$ cat config.mk
export PLATFORM = sky130hd
export DESIGN_NAME = vehicle_can_signal_decoder
export DESIGN_NICKNAME = d
export VERILOG_FILES = /design/src/vcsd_pkg.sv /design/src/vcsd_cfg_regs.sv /design/src/vcsd_decode.sv /design/src/vcsd_result_buf.sv /design/src/vehicle_can_signal_decoder.sv
export SDC_FILE = /design/constraint.sdc
export NUM_CORES = 1
export LEC_CHECK = 0
export BUFFER_PORTS_ARGS = -buffer_cell sky130_fd_sc_hd__buf_4
export CAP_MARGIN = 15
export CORE_ASPECT_RATIO = 0.75
export CORE_MARGIN = 10
export CORE_UTILIZATION = 60
export CTS_BUF_LIST = sky130_fd_sc_hd__clkbuf_8
export DETAILED_ROUTE_END_ITERATION = 7
export GPL_TIMING_DRIVEN = 0
export PLACE_DENSITY = 0.79
export SKIP_CTS_REPAIR_TIMING = 1
export SLEW_MARGIN = 20
export SYNTH_ARGS = -nofsm -noshare
export SYNTH_HDL_FRONTEND = slang
export SYNTH_SLANG_ARGS = --single-unit
$ cat constraint.sdc
create_clock -name clk -period 20.6 [get_ports clk]
set_input_delay 0 -clock clk [delete_from_list [all_inputs] [get_ports clk]]
set_output_delay 0 -clock clk [all_outputs]
set_load 0.02 [all_outputs]
$ cat src/vcsd_pkg.sv
// ----------------------------------------------------------------------------
// vcsd_pkg
// Shared types, identifiers, channel codes and arithmetic helpers for the
// vehicle CAN signal decoder.
// ----------------------------------------------------------------------------
package vcsd_pkg;

    localparam int MAX_RESULTS = 5;
    localparam int RES_CNT_W   = $clog2(MAX_RESULTS + 1);

    // register map, index = byte address / 4
    localparam logic [1:0] REG_FRAMES_EN = 2'd0;
    localparam logic [1:0] REG_BRAKE_ON  = 2'd1;
    localparam logic [1:0] REG_FUEL_CAP  = 2'd2;

    localparam logic        RST_FRAMES_EN = 1'b1;
    localparam logic [11:0] RST_BRAKE_ON  = 12'd690;
    localparam logic [7:0]  RST_FUEL_CAP  = 8'd60;

    // frame identifiers
    localparam logic [10:0] ID_WHEEL_FRONT = 11'h0A2;
    localparam logic [10:0] ID_WHEEL_REAR  = 11'h0A4;
    localparam logic [10:0] ID_STEER       = 11'h085;
    localparam logic [10:0] ID_TC_TORQUE   = 11'h0B7;
    localparam logic [10:0] ID_ENG_TORQUE  = 11'h102;
    localparam logic [10:0] ID_DRIVETRAIN  = 11'h114;
    localparam logic [10:0] ID_FUEL_TEMP   = 11'h400;
    localparam logic [10:0] ID_DYNAMICS    = 11'h303;

    // channel codes
    localparam logic [4:0] CH_WHEEL_LF = 5'd0;
    localparam logic [4:0] CH_WHEEL_RF = 5'd1;
    localparam logic [4:0] CH_WHEEL_LR = 5'd2;
    localparam logic [4:0] CH_WHEEL_RR = 5'd3;
    localparam logic [4:0] CH_BRAKE    = 5'd4;
    localparam logic [4:0] CH_STEER    = 5'd5;
    localparam logic [4:0] CH_TC_TQ    = 5'd6;
    localparam logic [4:0] CH_ENG_TQ   = 5'd7;
    localparam logic [4:0] CH_SPORT    = 5'd8;
    localparam logic [4:0] CH_TC_OFF   = 5'd9;
    localparam logic [4:0] CH_CLUTCH   = 5'd10;
    localparam logic [4:0] CH_TPS      = 5'd11;
    localparam logic [4:0] CH_RPM      = 5'd12;
    localparam logic [4:0] CH_FUEL     = 5'd13;
    localparam logic [4:0] CH_TEMP     = 5'd14;
    localparam logic [4:0] CH_LAT_G    = 5'd15;
    localparam logic [4:0] CH_YAW      = 5'd16;

    localparam logic [13:0] WHEEL_INVALID = 14'h3FFF;
    localparam logic [11:0] TC_INVALID    = 12'hFFF;

    // lateral g: round((L*63491 + 132812) / 265625) folded into one product
    localparam logic [63:0] LatDiv     = 64'd265625;
    localparam logic [63:0] LAT_RECIP  = ((64'd1 << 46) + LatDiv - 64'd1) / LatDiv;
    localparam logic [63:0] LAT_MUL    = LAT_RECIP * 64'd63491;
    localparam logic [63:0] LAT_ROUND  = LAT_RECIP * 64'd132812;

    typedef struct packed {
        logic [10:0] can_id;
        logic [3:0]  frame_length;
        logic [63:0] frame_data;
    } frame_t;

    typedef struct packed {
        logic [4:0]  channel;
        logic [31:0] value;
    } result_t;

    typedef struct packed {
        logic [RES_CNT_W-1:0]         count;
        result_t [MAX_RESULTS-1:0]    res;
    } result_set_t;

    typedef struct packed {
        logic        frames_en;
        logic [11:0] brake_on;
        logic [7:0]  fuel_cap;
    } cfg_t;

    // floor(y / 255) for y below 65535
    function automatic logic [8:0] div255(input logic [15:0] y);
        logic [16:0] s;
        s = {1'b0, y} + {9'b0, y[15:8]} + 17'd1;
        return s[16:8];
    endfunction

endpackage

$ cat src/vcsd_cfg_regs.sv
// ----------------------------------------------------------------------------
// vcsd_cfg_regs
// APB configuration registers: frame enable, brake level, fuel tank size.
// ----------------------------------------------------------------------------
module vcsd_cfg_regs
    import vcsd_pkg::*;
(
    input  logic        clk,
    input  logic        rst_n,
    input  logic        psel,
    input  logic        penable,
    input  logic        pwrite,
    input  logic [3:0]  paddr,
    input  logic [31:0] pwdata,
    output logic [31:0] prdata,
    output logic        pready,
    output cfg_t        cfg
);

    logic        frames_en_reg;
    logic [11:0] brake_on_reg;
    logic [7:0]  fuel_cap_reg;
    logic        wr_en;
    logic [1:0]  reg_idx;

    assign pready  = 1'b1;
    assign wr_en   = psel && penable && pwrite && pready;
    assign reg_idx = paddr[3:2];

    always_ff @(posedge clk or negedge rst_n)
    begin
        if (!rst_n)
        begin
            frames_en_reg <= RST_FRAMES_EN;
            brake_on_reg  <= RST_BRAKE_ON;
            fuel_cap_reg  <= RST_FUEL_CAP;
        end
        else if (wr_en)
        begin
            unique case (reg_idx)
                REG_FRAMES_EN: frames_en_reg <= pwdata[0];
                REG_BRAKE_ON:  brake_on_reg  <= pwdata[11:0];
                REG_FUEL_CAP:  fuel_cap_reg  <= pwdata[7:0];
                default:       ;
            endcase
        end
    end

    always_comb
    begin
        unique case (reg_idx)
            REG_FRAMES_EN: prdata = {31'b0, frames_en_reg};
            REG_BRAKE_ON:  prdata = {20'b0, brake_on_reg};
            REG_FUEL_CAP:  prdata = {24'b0, fuel_cap_reg};
            default:       prdata = 32'b0;
        endcase
    end

    assign cfg = '{frames_en: frames_en_reg, brake_on: brake_on_reg,
                   fuel_cap: fuel_cap_reg};

endmodule

$ cat src/vcsd_decode.sv
// ----------------------------------------------------------------------------
// vcsd_decode
// Frame layout select, length check, field extraction and Q16.16 scaling.
// ----------------------------------------------------------------------------
module vcsd_decode
    import vcsd_pkg::*;
(
    input  frame_t      frame,
    input  cfg_t        cfg,
    output result_set_t set
);

    logic [7:0]         b0, b1, b2, b3, b4, b5, b6;
    logic [13:0]        wheel_a, wheel_b;
    logic [31:0]        wheel_a_q, wheel_b_q, brake_q;

    logic signed [15:0] steer_raw;
    logic               steer_ok;
    logic [11:0]        steer_abs;
    logic [14:0]        steer_rem;
    logic [31:0]        steer_prod;
    logic [24:0]        steer_mag;
    logic [31:0]        steer_q;

    logic [11:0]        tc_raw, tc_bias;
    logic signed [10:0] tc_val;

    logic [9:0]         eng_val;
    logic [8:0]         tps_val;
    logic [13:0]        rpm_val;

    logic [15:0]        fuel_prod;
    logic [24:0]        fuel_mag;
    logic [11:0]        temp_prod;
    logic signed [9:0]  temp_val;

    logic signed [12:0] lat, yaw;
    logic [11:0]        lat_abs;
    logic [63:0]        lat_prod;
    logic [14:0]        lat_mag;
    logic [31:0]        lat_q;

    assign b0 = frame.frame_data[7:0];
    assign b1 = frame.frame_data[15:8];
    assign b2 = frame.frame_data[23:16];
    assign b3 = frame.frame_data[31:24];
    assign b4 = frame.frame_data[39:32];
    assign b5 = frame.frame_data[47:40];
    assign b6 = frame.frame_data[55:48];

    // wheel speeds, raw/16 km/h
    assign wheel_a   = {b1[5:0], b0};
    assign wheel_b   = {b3[3:0], b2, b1[7:6]};
    assign wheel_a_q = (wheel_a == WHEEL_INVALID) ? 32'b0 : {6'b0, wheel_a, 12'b0};
    assign wheel_b_q = (wheel_b == WHEEL_INVALID) ? 32'b0 : {6'b0, wheel_b, 12'b0};
    assign brake_q   = (b4[1:0] != 2'b0) ? {4'b0, cfg.brake_on, 16'b0} : 32'b0;

    // steering, raw/10 degrees: |v|*6553 + round(6|v|/10)
    assign steer_raw  = $signed({b1, b0});
    assign steer_ok   = (steer_raw > -16'sd3600) && (steer_raw < 16'sd3600);
    assign steer_abs  = steer_raw[15] ? 12'(-steer_raw) : steer_raw[11:0];
    assign steer_rem  = 15'(steer_abs) * 15'd6 + 15'd5;
    assign steer_prod = 32'(steer_rem) * 32'd52429;
    assign steer_mag  = 25'(steer_abs) * 25'd6553 + 25'(steer_prod[31:19]);
    assign steer_q    = steer_raw[15] ? -{7'b0, steer_mag} : {7'b0, steer_mag};

    // stability torque request
    assign tc_raw  = {b2, b1[7:4]};
    assign tc_bias = tc_raw ^ 12'h800;
    assign tc_val  = (tc_raw == TC_INVALID) ? 11'sd911
                   : $signed({1'b0, tc_bias[11:2]}) - 11'sd112;

    assign eng_val = {b1[3:0], b0[7:2]};
    assign tps_val = div255(16'(b3) * 16'd100);
    assign rpm_val = {b1, b0[7:2]};

    // fuel: round(p*65536/255) = p*257 + floor((p+127)/255)
    assign fuel_prod = 16'(b4) * 16'(cfg.fuel_cap);
    assign fuel_mag  = 25'(fuel_prod) * 25'd257 + 25'(div255(fuel_prod + 16'd127));
    assign temp_prod = 12'(b5) * 12'd9;
    assign temp_val  = $signed({1'b0, temp_prod[11:3]}) - 10'sd40;

    // lateral acceleration and yaw
    assign lat      = $signed({1'b0, b4, b5[7:4]}) - 13'sd2049;
    assign lat_abs  = lat[12] ? 12'(-lat) : lat[11:0];
    assign lat_prod = 64'(lat_abs) * LAT_MUL + LAT_ROUND;
    assign lat_mag  = 15'(lat_abs) * 15'd5 + 15'(lat_prod[63:46]);
    assign lat_q    = lat[12] ? -{17'b0, lat_mag} : {17'b0, lat_mag};
    assign yaw      = $signed({1'b0, b5[3:0], b6}) - 13'sd2048;

    always_comb
    begin
        set = '0;
        if (cfg.frames_en)
        begin
            unique case (frame.can_id)
                ID_WHEEL_FRONT:
                    if (frame.frame_length >= 4'd6)
                    begin
                        set.res[0] = '{CH_WHEEL_LF, wheel_a_q};
                        set.res[1] = '{CH_WHEEL_RF, wheel_b_q};
                        set.count  = RES_CNT_W'(2);
                    end
                ID_WHEEL_REAR:
                    if (frame.frame_length >= 4'd5)
                    begin
                        set.res[0] = '{CH_WHEEL_LR, wheel_a_q};
                        set.res[1] = '{CH_WHEEL_RR, wheel_b_q};
                        set.res[2] = '{CH_BRAKE, brake_q};
                        set.count  = RES_CNT_W'(3);
                    end
                ID_STEER:
                    if (frame.frame_length >= 4'd3 && steer_ok)
                    begin
                        set.res[0] = '{CH_STEER, steer_q};
                        set.count  = RES_CNT_W'(1);
                    end
                ID_TC_TORQUE:
                    if (frame.frame_length >= 4'd3)
                    begin
                        set.res[0] = '{CH_TC_TQ, {{5{tc_val[10]}}, tc_val, 16'b0}};
                        set.count  = RES_CNT_W'(1);
                    end
                ID_ENG_TORQUE:
                    if (frame.frame_length >= 4'd3)
                    begin
                        set.res[0] = '{CH_ENG_TQ, {6'b0, eng_val, 16'b0}};
                        set.count  = RES_CNT_W'(1);
                    end
                ID_DRIVETRAIN:
                    if (frame.frame_length >= 4'd6)
                    begin
                        set.res[0] = '{CH_SPORT, {15'b0, b4[7], 16'b0}};
                        set.res[1] = '{CH_TC_OFF, {15'b0, b4[6], 16'b0}};
                        set.res[2] = '{CH_CLUTCH, {14'b0, b4[5:4], 16'b0}};
                        set.res[3] = '{CH_TPS, {7'b0, tps_val, 16'b0}};
                        set.res[4] = '{CH_RPM, {2'b0, rpm_val, 16'b0}};
                        set.count  = RES_CNT_W'(5);
                    end
                ID_FUEL_TEMP:
                    if (frame.frame_length >= 4'd6)
                    begin
                        set.res[0] = '{CH_FUEL, {7'b0, fuel_mag}};
                        set.res[1] = '{CH_TEMP, {{6{temp_val[9]}}, temp_val, 16'b0}};
                        set.count  = RES_CNT_W'(2);
                    end
                ID_DYNAMICS:
                    if (frame.frame_length >= 4'd7)
                    begin
                        set.res[0] = '{CH_LAT_G, lat_q};
                        set.res[1] = '{CH_YAW, {yaw, 19'b0}};
                        set.count  = RES_CNT_W'(2);
                    end
                default: ;
            endcase
        end
    end

endmodule

$ cat src/vcsd_result_buf.sv
// ----------------------------------------------------------------------------
// vcsd_result_buf
// Holds the results of one frame and sends them out one per transfer.
// ----------------------------------------------------------------------------
module vcsd_result_buf
    import vcsd_pkg::*;
(
    input  logic        clk,
    input  logic        rst_n,
    input  logic        in_valid,
    input  result_set_t set,
    output logic        load,
    output logic        m_axis_tvalid,
    input  logic        m_axis_tready,
    output logic [31:0] m_axis_tdata,   // value[31:0]
    output logic [4:0]  m_axis_tuser,   // channel[4:0]
    output logic        m_axis_tlast
);

    result_t [MAX_RESULTS-1:0] res_reg;
    logic [RES_CNT_W-1:0]      rem_reg;
    logic                      take;

    assign m_axis_tvalid = (rem_reg != '0);
    assign take          = m_axis_tvalid && m_axis_tready;
    assign load          = in_valid && (!m_axis_tvalid ||
                                        (take && rem_reg == RES_CNT_W'(1)));

    always_ff @(posedge clk or negedge rst_n)
    begin
        if (!rst_n)
        begin
            rem_reg <= '0;
        end
        else if (load)
        begin
            rem_reg <= set.count;
        end
        else if (take)
        begin
            rem_reg <= rem_reg - RES_CNT_W'(1);
        end
    end

    // advance the queue on each transfer
    always_ff @(posedge clk)
    begin
        if (load)
        begin
            res_reg <= set.res;
        end
        else if (take)
        begin
            for (int i = 0; i < MAX_RESULTS - 1; i++)
            begin
                res_reg[i] <= res_reg[i+1];
            end
            res_reg[MAX_RESULTS-1] <= '0;
        end
    end

    assign m_axis_tdata = res_reg[0].value;
    assign m_axis_tuser = res_reg[0].channel;
    assign m_axis_tlast = (rem_reg == RES_CNT_W'(1));

    a_rem_bound: assert property (@(posedge clk) disable iff (!rst_n)
        rem_reg <= RES_CNT_W'(MAX_RESULTS))
        else $error("result count out of range");

    a_rem_dec: assert property (@(posedge clk) disable iff (!rst_n)
        (take && !load) |=> (rem_reg == $past(rem_reg) - RES_CNT_W'(1)))
        else $error("result count did not advance on transfer");

    a_rem_load: assert property (@(posedge clk) disable iff (!rst_n)
        load |=> (rem_reg == $past(set.count)))
        else $error("result count not loaded from decoded frame");

    a_no_overrun: assert property (@(posedge clk) disable iff (!rst_n)
        (m_axis_tvalid && !m_axis_tready) |-> !load)
        else $error("pending results overwritten");

endmodule

$ cat src/vehicle_can_signal_decoder.sv
// ----------------------------------------------------------------------------
// vehicle_can_signal_decoder
// Decodes vehicle CAN frames into Q16.16 channel/value results.
// ----------------------------------------------------------------------------
// A frame is taken into an input register, decoded by short combinational
// logic and loaded into a result buffer, which sends its zero to five
// results one per cycle while m_axis_tready is high, tlast on the final one.
// The sustained frame rate is set by the single output port of the result
// buffer, since a frame holds the output until all its results are taken.
// A frame waiting in the input register is loaded in the cycle the last
// result ahead of it is taken, and the next frame is accepted in that same
// cycle.
// ----------------------------------------------------------------------------
module vehicle_can_signal_decoder
    import vcsd_pkg::*;
(
    input  logic        clk,
    input  logic        rst_n,
    input  logic        s_axis_tvalid,
    output logic        s_axis_tready,
    input  logic [79:0] s_axis_tdata,   // can_id[10:0], frame_length[14:11],
                                        // frame_data[78:15], zero pad [79]
    output logic        m_axis_tvalid,
    input  logic        m_axis_tready,
    output logic [31:0] m_axis_tdata,   // value[31:0]
    output logic [4:0]  m_axis_tuser,   // channel[4:0]
    output logic        m_axis_tlast,
    input  logic        psel,
    input  logic        penable,
    input  logic        pwrite,
    input  logic [3:0]  paddr,
    input  logic [31:0] pwdata,
    output logic [31:0] prdata,
    output logic        pready
);

    frame_t      frame_reg;
    logic        in_vld_reg;
    logic        load;
    cfg_t        cfg;
    result_set_t set;

    assign s_axis_tready = !in_vld_reg || load;

    always_ff @(posedge clk or negedge rst_n)
    begin
        if (!rst_n)
        begin
            in_vld_reg <= 1'b0;
        end
        else if (s_axis_tvalid && s_axis_tready)
        begin
            in_vld_reg <= 1'b1;
        end
        else if (load)
        begin
            in_vld_reg <= 1'b0;
        end
    end

    always_ff @(posedge clk)
    begin
        if (s_axis_tvalid && s_axis_tready)
        begin
            frame_reg.can_id       <= s_axis_tdata[10:0];
            frame_reg.frame_length <= s_axis_tdata[14:11];
            frame_reg.frame_data   <= s_axis_tdata[78:15];
        end
    end

    vcsd_cfg_regs u_cfg_regs (
        .clk     (clk),
        .rst_n   (rst_n),
        .psel    (psel),
        .penable (penable),
        .pwrite  (pwrite),
        .paddr   (paddr),
        .pwdata  (pwdata),
        .prdata  (prdata),
        .pready  (pready),
        .cfg     (cfg)
    );

    vcsd_decode u_decode (
        .frame (frame_reg),
        .cfg   (cfg),
        .set   (set)
    );

    vcsd_result_buf u_result_buf (
        .clk           (clk),
        .rst_n         (rst_n),
        .in_valid      (in_vld_reg),
        .set           (set),
        .load          (load),
        .m_axis_tvalid (m_axis_tvalid),
        .m_axis_tready (m_axis_tready),
        .m_axis_tdata  (m_axis_tdata),
        .m_axis_tuser  (m_axis_tuser),
        .m_axis_tlast  (m_axis_tlast)
    );

endmodule
* Word level (Yosys, flattened, before mapping)
Cells that the tools add are included.
W data, S select, Z words.
** Cells by class
- $add $sub $neg :: 19
- Multipliers :: 9
- Order comparisons :: 6
- Equality and inequality tests :: 14
- Muxes and demuxes :: 34
- Bitwise logic cells :: 1
- Reduce and logical (&&, ||, !) cells :: 22
** Operator list (number)
- $mux W188 :: 2
- $mux W185 :: 2
- $pmux W37 S8 :: 1
- $pmux W37 S5 :: 1
- $mux W74 :: 2
- $mux W109 :: 1
- $mux W35 :: 3
- $pmux W37 S2 :: 1
- $mux W73 :: 1
- $mux W70 :: 1
- $mux W32 :: 2
- $add A56 B45 Y57 const B :: 1
- $mul A12 B43 Y55 const B :: 1
- $mux W26 :: 2
- $eq A11 B8 Y1 const B :: 4
- $pmux W12 S3 :: 1
- $add A17 B1 Y17 const B :: 2
- $neg A15 Y32 :: 1
- $neg A25 Y32 :: 1
- $mul A15 B16 Y31 const B :: 1
- $eq A14 B14 Y1 const B :: 2
- $mux W28 :: 1
- $sub A12 B12 Y13 const B :: 2
- $add A25 B12 Y25 :: 1
- other kinds (43) :: 68
** Storage, ports and cells
- Register bits :: 281
- Word-level logic and storage cells :: 123

* Logic depth before layout (Yosys ltp)
- Word-level depth :: 12
- Depth in mapped cells :: 61
- Mapped depth without buffers :: 57

* By module
From an unflattened synthesis, not the netlist that was laid out.
** Unflattened totals
- Cells, all modules :: 3775
- Area total of the unflattened synthesis :: 38116.6 µm²
** By module, submodules not included
- vcsd_decode :: instances 1, cells each 3148, area an instance 25868.6 µm², sequential area each 0.0 µm²
- vcsd_result_buf :: instances 1, cells each 455, area an instance 8679.6 µm², sequential area each 5630.4 µm²
- vehicle_can_signal_decoder :: instances 1, cells each 83, area an instance 2426.1 µm², sequential area each 2397.3 µm²
- vcsd_cfg_regs :: instances 1, cells each 89, area an instance 1142.3 µm², sequential area each 538.0 µm²

* Worst setup path before layout
Ideal clock, no wire load.
- Kind :: register to register
- Start :: register frame_reg[0] (netlist name)
- End :: register u_result_buf.res_reg (netlist bit u_result_buf.m_axis_tdata[30]), data pin
- Library setup time :: 0.256 ns
- Arrival :: 14.482 ns
- Required time :: 20.344 ns
- Setup slack :: 5.862 ns
- Cell stages (with the launch flop) :: 54
- Buffers on the path :: 2
- Clock period less this slack :: 14.738 ns
- Path through :: edfxtp_1 buf_2 inv_1 ha_1 nand2b_1 xnor2_1 inv_2 fa_1 clkbuf_1 or4_1 o211ai_1 and4b_1 nand4b_1 and4bb_4 o211ai_1 a32oi_2 nand2_1 ha_1 (+18 left out) inv_1 fa_1 inv_1 fa_1 inv_1 fa_1 inv_1 ha_1 nor2_1 a21oi_1 and3_1 o311ai_0 or4b_2 nor2_1 nand4_1 o41ai_1 o21ai_0 a22o_1
** Between the ends
- Word-level cells in the longest chain between the ends :: 12
** Ends and longest elaborated chain
- start: declaration :: line vehicle_can_signal_decoder.sv:37 : frame_t frame_reg;
- $neg A12 Y12 :: line vcsd_decode.sv:61 : assign steer_abs = steer_raw[15] ? 12'(-steer_raw) : steer_raw[11:0];
- $mux W12 :: line vcsd_decode.sv:61
- $mul A12 B2 Y14 :: line vcsd_decode.sv:62 : assign steer_rem = 15'(steer_abs) * 15'd6 + 15'd5;
- $add A15 B3 Y15 :: line vcsd_decode.sv:62
- $mul A15 B16 Y31 :: line vcsd_decode.sv:63 : assign steer_prod = 32'(steer_rem) * 32'd52429;
- $add A25 B12 Y25 :: line vcsd_decode.sv:64 : assign steer_mag = 25'(steer_abs) * 25'd6553 + 25'(steer_prod[31:19]);
- $neg A25 Y32 :: line vcsd_decode.sv:65 : assign steer_q = steer_raw[15] ? -{7'b0, steer_mag} : {7'b0, steer_mag};
- $mux W32 :: line vcsd_decode.sv:65
- $mux W35 (*) :: line vcsd_decode.sv:113 : if (frame.frame_length >= 4'd3 && steer_ok)
- $pmux W37 S8 (*) :: line vcsd_decode.sv:96 : unique case (frame.can_id)
- $mux W188 (*) :: line vcsd_decode.sv:94 : if (cfg.frames_en)
- $mux W185 (*) :: line vcsd_result_buf.sv:48 : if (load)
- end signal: assignment :: line vcsd_result_buf.sv:50 : res_reg <= set.res;
- end signal: indexed assignment :: line vcsd_result_buf.sv:56 : res_reg[i] <= res_reg[i+1];
- end: declaration :: line vcsd_result_buf.sv:20 : result_t [MAX_RESULTS-1:0] res_reg;
Every way passes the cells marked *; elsewhere a longest branch is shown, timed or not.
A chain may end at the register's enable or synchronous reset.

* Worst setup path in the final report
- Start :: register frame_reg[0] (netlist name)
- End :: register u_result_buf.res_reg (netlist bit u_result_buf.m_axis_tdata[31]), data pin
The elaborated chain is that of the path after synthesis.

==> impl_metrics.json <==
{
  "grt_pass1_wl_um": 152000,
  "dp_hpwl_um": 81800,
  "globalplace.congestion": 1.03,
  "slowest_delay_ps": 990,
  "synth_top_family_by_area": "adder cells",
  "grtUsageMet2": 0.415,
  "min_period_over_period": 0.919,
  "clk_pin_slew_worst_paths_ps": 60,
  "synth_edf_count": 180,
  "muxShareOfSynthArea": 0.0101,
  "cts_buffers": 37,
  "first_global_vias": 26800,
  "synth_commonest_cells": "inv_1 (558), ha_1 (520), fa_1 (307), nand2_1 (244), edfxtp_1 (180)",
  "hp-start": "m_axis_tready",
  "clock_tree.buffer_depth": 3,
  "cp-start-kind": "flop",
  "drtIter0Drc": 3526,
  "post-route-min-period_ps": 18940,
  "max_slew_margin": 0.194,
  "wl_per_cell_um": 21.7,
  "reg2reg_depth": 55,
  "grt_usage": 0.292,
  "use_met3": 0.107,
  "hold_class": "in -> reg",
  "reg2reg_from": "frame_reg[0]",
  "cts-root-buf": "clkbuf_8",
  "violations": "DRC, hold timing",
  "ys_ff_latch": 205,
  "grt_busiest_layer": "met1",
  "finClkSkew_ps": 41.0,
  "grt.overflow.total": 0,
  "clock_sinks": 205,
  "worstPathMaxFanout": 11,
  "crit_required_ps": 20880,
  "seq_area_frac_synth": 0.181,
  "drcViolationCount": 1,
  "yosysMostFrequentCell": "inv_1",
  "antenna_found_initial": 1,
  "yosysWarnings": 0,
  "synthXorXnorAreaFrac": 0.0672,
  "dominantRegCellSynth": "edfxtp_1",
  "met1_usage": 0.416,
  "cts_tree": "yes",
  "syn_inst": 3592,
  "timing.fmax_ghz": 0.0528,
  "tightest_slew_ps": 1200,
  "rsz0062_at_grt": "false",
  "num_vias": 28200,
  "rows": 74,
  "fin_nets": 4843,
  "hold_depth": 4,
  "port_buffers": 143,
  "avgSynthCellArea_sq_um": 9.32,
  "hold_viol_final": 1,
  "fin_tns_setup_ps": 0,
  "yosys.area.top_type_share": 0.194,
  "drt-vias-per-instance": 6.09,
  "die_h_um": 225,
  "initial_core_util": 0.611,
  "timing.hold.ws_ps": -7.30,
  "cpMostUsedCell": "fa_1",
  "synth_compound_area_frac": 0.144,
  "dieArea_sq_mm": 0.0657,
  "grt_max_degree": 58,
  "worstSetupStartpoint": "frame_reg[0]",
  "drive_above_1_share": 0.0965,
  "drt-total-wl_um": 101000,
  "largest_register_ffs": 72,
  "synth.area.top_cells": "ha_1 (19%), fa_1 (18%), edfxtp_1 (16%)",
  "pin_count": 196,
  "end_kind": "flop",
  "drv_slew": 0,
  "areaGrowthSynthToFinish_pct": 11.5,
  "setup_viol": 0,
  "crit_type": "reg -> reg",
  "die_w_um": 293,
  "ant_nets": 0,
  "status": "finished with violations",
  "drv_cap": 0,
  "syn_area_sq_mm": 0.0335,
  "synthSimpleGateAreaFrac": 0.131,
  "worstSkewPairLatency_ps": 610,
  "yosys.area_share.adder": 0.379,
  "synth_cell_types": 104,
  "synthArstFlopShare": 0.122,
  "dr.pass1.iters": 8,
  "slowest_stage": "edfxtp_1",
  "core_area_sq_mm": 0.0548,
  "htree_levels": 2,
  "synth_top_cell_by_area": "ha_1",
  "arrival_ps": 19220
}
==> layout make-up <==
| type | count | area (sq um) |
|---|---|---|
| clock inverters | 24 | 133 |
| repair buffers | 243 | 2100 |
| well taps | 722 | 903 |
| multi-input cells | 2687 | 24600 |
| flip-flops and latches | 205 | 6040 |
| inverters | 561 | 2110 |
| plain buffers | 158 | 836 |
| fillers | 4361 | 17500 |
| diodes | 1 | 2.50 |
| clock buffers | 38 | 523 |
==> per-layer routing <==
metal	vias to the layer above	routed length, um
li1	13000	-
met1	13500	43400
met2	1559	41400
met3	168	13000
met4	2	2660
met5	-	13
==> kinds of logic (layout without fill, tap and decap cells) <==
| kind of cell | after synthesis | in the layout |
|---|---|---|
| AOI/OAI and AO/OA | 699 | 699 |
| xor gates and xnor gates | 251 | 251 |
| adders and majority gates | 829 | 829 |
| buffers and inverters | 719 | 1024 |
| DFF | 205 | 205 |
| muxes | 31 | 31 |
| other | 2 | 22 |
| and+or+nand+nor | 856 | 856 |
==> metrics by stage <==
stage	instances	worst slack, ps	hold slack, ps	instance area, sq um	util
6_report	4639	1660	-7.30	37300	0.680
5_1_grt	4638	899	16.2	37300	0.680
4_1_cts	4546	2100	-695	36400	0.664
3_5_place_dp	4484	2190	-61.5	35700	0.652
3_3_place_gp	4476	2360	-66.7	35500	0.648
2_1_floorplan	3611	5860	-296	33500	-
==> worst max-delay path: cells and delay by family (launching register included) <==
kind,cells,cell delay [ps]
simple gates,13,3020
buf+inv,10,1570
compound gates,15,5020
flops,1,990
fa+ha+maj,14,6550
xor+xnor,3,1410
==> final timing paths <==
path                                                       to  slack, ps
worst max register to register  u_result_buf.m_axis_tdata[31]       1660
max in group asynchronous          u_cfg_regs.fuel_cap_reg[6]      19140
worst min-delay path                  u_result_buf.rem_reg[0]         -7
worst min register to register       u_result_buf.res_reg[90]        510
min in group asynchronous          u_cfg_regs.brake_on_reg[5]         40
worst max-delay path            u_result_buf.m_axis_tdata[31]       1660
==> placed cells by master, fill, tap and decap left out, types with 23 or more instances in the layout <==
cell and n:
xor2_1 74, a21o_1 48, nand4_1 35, a21oi_1 160, a31oi_1 29, inv_1 562
o21a_1 30, o21ai_0 125, a22o_1 30, nor3_1 64, nand3_1 53, ha_1 520
nand2_1 244, nand2b_1 32, xnor2_1 165, clkbuf_1 88, o211ai_1 26, buf_4 204
and2_1 87, dlygate4sd3_1 92, nor2b_1 30, fa_1 307, nor2_1 164, clkbuf_8 38
and3_1 23, edfxtp_1 180
Power is left out: the tool's default activity adds up to more than one toggle a clock period on the data nets, which glitch-free logic cannot reach.
